**config.mk**
```make
export PLATFORM = sky130hd
export DESIGN_NAME = c3f_cell
export DESIGN_NICKNAME = d
export VERILOG_FILES = /design/src/rtl/core/c3f_pkg.sv /design/src/rtl/core/c3f_cell.sv
export SDC_FILE = /design/constraint.sdc
export NUM_CORES = 2
export LEC_CHECK = 0
export BUFFER_PORTS_ARGS = -buffer_cell sky130_fd_sc_hd__buf_2
export CAP_MARGIN = 10
export CORE_MARGIN = 3
export CORE_UTILIZATION = 40
export DETAILED_ROUTE_END_ITERATION = 8
export GPL_TIMING_DRIVEN = 0
export PLACE_DENSITY = 0.7
export SKIP_LAST_GASP = 1
export SLEW_MARGIN = 20
export SYNTH_ARGS = -nofsm -noshare
export SYNTH_HDL_FRONTEND = slang
export SYNTH_SLANG_ARGS = --single-unit
```
**constraint.sdc**
```tcl
create_clock -name clk -period 2.8 [get_ports clk]
set_input_delay 0.42 -clock clk [delete_from_list [all_inputs] [get_ports clk]]
set_output_delay 0.42 -clock clk [all_outputs]
set_load 0.02 [all_outputs]
```
**src/rtl/core/c3f_pkg.sv**
```systemverilog
// Package for the 3x3 convolution core: sizes, register indexes, reset values
// and the shared types. No dependencies; every other file of the core imports it.
package c3f_pkg;

	localparam int MAX_WIDTH_DEF  = 1024;
	localparam int MAX_HEIGHT_DEF = 1024;

	localparam int PIX_W    = 16;
	localparam int COEF_W   = 16;
	localparam int PROD_W   = 32;
	localparam int COLSUM_W = 34;
	localparam int SUM_W    = 36;
	localparam int KROW_W   = 48;
	localparam int DIMCFG_W = 11;
	localparam int CFGIDX_W = 3;

	// Smallest legal frame dimension, and the first row and column that close a window.
	localparam int DIM_MIN  = 3;
	localparam int EDGE_MIN = 2;

	typedef logic [CFGIDX_W-1:0] cfg_index_t;

	localparam cfg_index_t REG_KROW_TOP = 3'd0;
	localparam cfg_index_t REG_KROW_MID = 3'd1;
	localparam cfg_index_t REG_KROW_BOT = 3'd2;
	localparam cfg_index_t REG_WIDTH    = 3'd3;
	localparam cfg_index_t REG_HEIGHT   = 3'd4;

	localparam logic [KROW_W-1:0]   KROW_RESET = 48'h0001_0001_0001;
	localparam logic [DIMCFG_W-1:0] DIM_RESET  = 11'd1024;

	typedef logic signed [PIX_W-1:0]    pix_t;
	typedef logic signed [PROD_W-1:0]   prod_t;
	typedef logic signed [COLSUM_W-1:0] colsum_t;
	typedef logic signed [SUM_W-1:0]    sum_t;

	// One window column or one kernel column: index 0 is the top row.
	typedef pix_t [2:0] pix_col_t;

	// One line store entry: the previous row and the row before it.
	typedef struct packed {
		pix_t row1;
		pix_t row2;
	} line_pair_t;

	// Position flags that travel with a pixel down the pipeline.
	typedef struct packed {
		logic emit;
		logic last;
	} pos_tag_t;

	// Per-cell enables driven by the top level's pipeline control.
	typedef struct packed {
		logic shift;
		logic sum_en;
	} cell_ctl_t;

endpackage

```
**src/rtl/core/c3f_cell.sv**
```systemverilog
// One window column cell of the convolution core: holds three pixels, hands them to
// its left neighbour and forms the column's dot product in two stages. Depends on c3f_pkg.
module c3f_cell (
	input  logic                clk,
	input  logic                arst_n,
	input  c3f_pkg::cell_ctl_t  ctl,
	input  c3f_pkg::pix_col_t   col_in,
	input  c3f_pkg::pix_col_t   coef,
	output c3f_pkg::pix_col_t   col_out,
	output c3f_pkg::colsum_t    colsum
);
	import c3f_pkg::*;

	pix_col_t win_q;
	prod_t    prod_s2 [3];
	colsum_t  sum_s3;

	always_ff @(posedge clk or negedge arst_n) begin
		if (!arst_n) begin
			win_q <= '0;
		end else if (ctl.shift) begin
			win_q <= col_in;
		end
	end

	// The products are taken from the column as it enters, so they belong to the
	// window that this shift creates.
	always_ff @(posedge clk) begin
		if (ctl.shift) begin
			for (int i = 0; i < 3; i++) begin
				prod_s2[i] <= $signed(col_in[i]) * $signed(coef[i]);
			end
		end
		if (ctl.sum_en) begin
			sum_s3 <= colsum_t'(prod_s2[0]) + colsum_t'(prod_s2[1]) + colsum_t'(prod_s2[2]);
		end
	end

	assign col_out = win_q;
	assign colsum  = sum_s3;

endmodule

```
; ---- After elaboration in Yosys (flattened, before gate mapping)
; Memory sizes are Yosys's and may differ from the RTL's.
; Index checks and enable logic that the tools add are counted.
[op_classes]
addsub = 2
n_mul = 3
n_mux = 2
[ops]
columns = cell, n
row1 = 16-bit by 16-bit multiplier with 32-bit output, 3
row2 = 33-bit by 32-bit adder with 34-bit output, 1
row3 = 32-bit by 32-bit adder with 33-bit output, 1
row4 = 1-bit two-way mux, 2
[word_totals]
register_bits = 82
ramBits = 96
input_bits = 100
output_inout_bits = 82
elab_cells = 12
memories = 1
[mem_list]
columns = name, words, word_bits, rd, rd_ports_with_merged_regs, write_ports, line
row1 = prod_s2, 3, 32, 3, 0, 3, c3f_cell.sv:15  ; prod_t prod_s2 [3];

; ---- Logic depth before layout (Yosys ltp)
[logic_depth]
ltp_word = 2
ltp_mapped = 24
ltp_nobuf = 23

; ---- Least setup slack after synthesis
; Ideal clock, no wire load.
[synth_path]
path_type = input to register
from = input coef[1] in the netlist's numbering
to = memory prod_s2[0][30] in the netlist's numbering (data pin)
setup_time_ns = 0.262
t_arrival_ns = 5.962
t_required_ns = 2.538
slack_ns = -3.425
path_stages = 22
n_path_buf = 2
path_cell_list = clkbuf_1 > nand2_1 > inv_1 > fa_1 > fa_1 > fa_1 > fa_1 > fa_1 > inv_1 > fa_1 > inv_1 > ha_1 > clkbuf_1 > a21o_1 > a21o_1 > a21oi_1 > o21ai_0 > o311a_1 > o32a_1 > o31a_1 > mux2i_1 > nand3_1
[synth_rtl]
columns = item, line
row1 = start: declaration, c3f_cell.sv:8  ; input c3f_pkg::pix_col_t coef,
row2 = end: declaration, c3f_cell.sv:15

==> flow_summary.toml <==
[run_status]
status = "finished with violations"
violations = "negative setup slack"

[placement]
post-place-ws_ps = -4360
hpwl_mm = 81.77
portBuffers = 181
dp.cells = 5144
gp_congestion = 0.9371

[sta]
tns_ps = -184760
layout_min_cycle_time_ps = 5915
finalMaxSlewViolations = 0
skew_ps = 16.77
hold_violations = 0
rsz0062_at_grt = "yes"
finalCritPeriodShare_pct = 211.2
worst_pin_slew_ps = 1113
maxSlewHeadroom_pct = 25.80
setup_viol = 101
fmax_mhz = 169.1
setup_slack_ps = -3115

[cts]
clockBufferDepth = 2
cts_tree = "done"
cts.sinks = 178
clkSlewWorstSetupHoldPaths_ps = 90
clock_latency_ps = 500
numCtsBuffers = 17
root_buffer = "clkbuf_16"
h-tree-depth = 4

[synth]
yosysUniqueCellTypes = 71
syn-instance-count = 3718
ys_warn_count = 0
synthAdderAreaFrac_pct = 53.36
ys.flop_type = "edfxtp_1"
seq_area_frac_synth_pct = 13.71
synth_compound_area_share_pct = 5.559
synth_top_family_by_area = "adder cells"
synthMuxAreaShare_pct = 1.535
ys_ff_latch = 178
synth_edf_count = 130
synth.most_common_cell = "inv_1"
yosys.area_share.simple_pct = 12.80
synth.top_cells.by_count = "inv_1, fa_1, nand2_1, and2_1, ha_1"
async_reset_ff_share_pct = 26.97
synth_area_um2 = 37250
synthXorXnorAreaFrac_pct = 2.963
synth_top_area_share_pct = 44.02
synth_top_area_cell = "fa_1"
syn-num-nets = 4915
synth_area_leaders = "fa_1, edfxtp_1, ha_1"
synth_area_per_cell_um2 = 10.02

[drt]
via_count = 27680
drtAntennaViolNets = 0
routed_wirelength_mm = 104.9
dr.pass1.iters = 6
wire_per_inst_um = 19.30
drt_iter0_drc = 1982
via_per_inst = 5.092
drc = 0

[floorplan]
fp.dieW_um = 311.2
core-area_um2 = 91940
io_pins = 182
rows = 111
start_util_pct = 40.51
die_y_um = 311.2
die-area_um2 = 96820

[cells_and_area]
final_util_pct = 51.78
layoutNonFillerInstCount = 5436
synthToLayoutAreaGrowth_pct = 27.82
nets = 5374
drive_above_1_share_pct = 26.13
fill_cells = 7916

[grt]
first_global_vias = 29680
grt_overflow_total = 0
grt_pass1_wl_mm = 163.8
antenna_found_initial = 5
grt_usage_pct = 21.82
grt_max_degree = 57

[worst_setup_path]
max_stage_delay_ps = 530
crit_type = "in -> reg"
required_ps = 3050
critPathArrivalTime_ps = 6160
cpMaxStageDelayCell = "fa_1"
worst_setup_path_start_kind = "input port"
crit_fanout = 4
rrSetupSlack_ps = -880
critPathCaptureType = "flop"
path_common_cell = "fa_1"
crit_chain = "buf_12 -> clkbuf_16 -> and2_4 -> fa_1 -> inv_1 -> fa_1 -> fa_1 -> fa_1 -> inv_1 -> fa_1 -> fa_1 -> ha_4 -> a21o_1 -> a31oi_4 -> or4_4 -> o211ai_4 -> a31oi_4 -> o41ai_4 -> o31ai_2 -> mux2i_1 -> nand2_2"

[flow_run]
max-cap-violations = 0

[min_path]
min_path_type = "in -> reg"
-- state kept, by name, summed over array words and instances, names as in the netlist --
signal,cells
col_out,48
colsum,34
prod_s2,96
-- stage by stage --
stage | area [µm²] | hold slack, ps
after global routing | 47610 | 153.3
after global placement | 41270 | 483.9
after detailed placement | 41330 | 284.5
after CTS | 46370 | 138.6
final | 47610 | 175.3
after floorplan | 38810 | 124.4
-- routing by layer --
metal	track usage, %	routed length (µm)
met1	29.09	42430
met2	34.85	49440
met3	4.782	8803
met4	8.482	4234
met5	0	0
-- cell usage in the layout (no fill, tap or decap), types with 20 or more instances in the layout --
cell and count:
buf_6 92, a21oi_1 36, buf_12 32, a21o_1 45, ha_1 191, edfxtp_1 130, xnor2_2 20, buf_8 25
nor2_1 76, fa_1 767, mux2_2 49, inv_1 826, clkbuf_16 81, and2_1 312, buf_4 206, xnor2_1 75
dfrtp_1 48, nand2b_1 30, buf_2 94, inv_2 63, fa_2 52, and2_4 46, xor2_1 23, ha_4 70
nand2_1 383, a21oi_2 44
-- path summary, 6_finish.rpt --
kind / startpoint / to / cells past startpoint
setup / recovery: coef[22] / prod_s2[0][62] / 21
hold / removal: col_in[22] / col_out[22] / 2
setup reg to reg: prod_s2[0][1] / colsum[33] / 12
hold reg to reg: col_out[1] / col_out[1] / 1
max in group asynchronous: arst_n / col_out[21] / 3
min in group asynchronous: arst_n / col_out[13] / 2
-- cells by family (layout without fill, tap and decap cells) --
group / count (synthesis) / in the layout
adder cells (fa/ha/maj): 1097 / 1097
XOR/XNOR: 126 / 126
other: 0 / 3
AND/OR/NAND/NOR: 966 / 966
flip-flops: 178 / 178
multiplexers: 51 / 51
buffers and inverters: 1000 / 1472
AO/OA/AOI/OAI: 300 / 300
-- final cells by class --
type                            count  area [µm²]  share of cell area (%)
Multi-Input combinational cell   2540       30960                   65.02
Sequential cell                   178        5105                   10.72
Timing Repair Buffer              443        4018                   8.438
Inverter                          896        3386                   7.111
Buffer                            101        1973                   4.144
Tap cell                         1243        1555                   3.267
Clock buffer                       17       425.4                  0.8935
Clock inverter                     15       185.2                  0.3889
Antenna cell                        3       7.507                 0.01577
-- timing repair --
action / in CTS / in global routing
hold buffers: 1 / 0
pin swaps: 288 / 168
setup endpoints to repair: 101 / 113
gates cloned: 3 / 9
hold endpoints to repair: 17 / 0
resized for setup: 628 / 182
setup buffers: 178 / 76
-- critical path, delay by kind of cell --
kind / cells / cell delay [ps]
AO/OA/AOI/OAI: 6 / 1160
adder cells (fa/ha/maj): 7 / 3280
buffers and inverters: 4 / 340
multiplexers: 1 / 190
AND/OR/NAND/NOR: 3 / 750
Power is not shown: default switching activity piles up to over one toggle a cycle in this logic, so the estimate is an artifact.
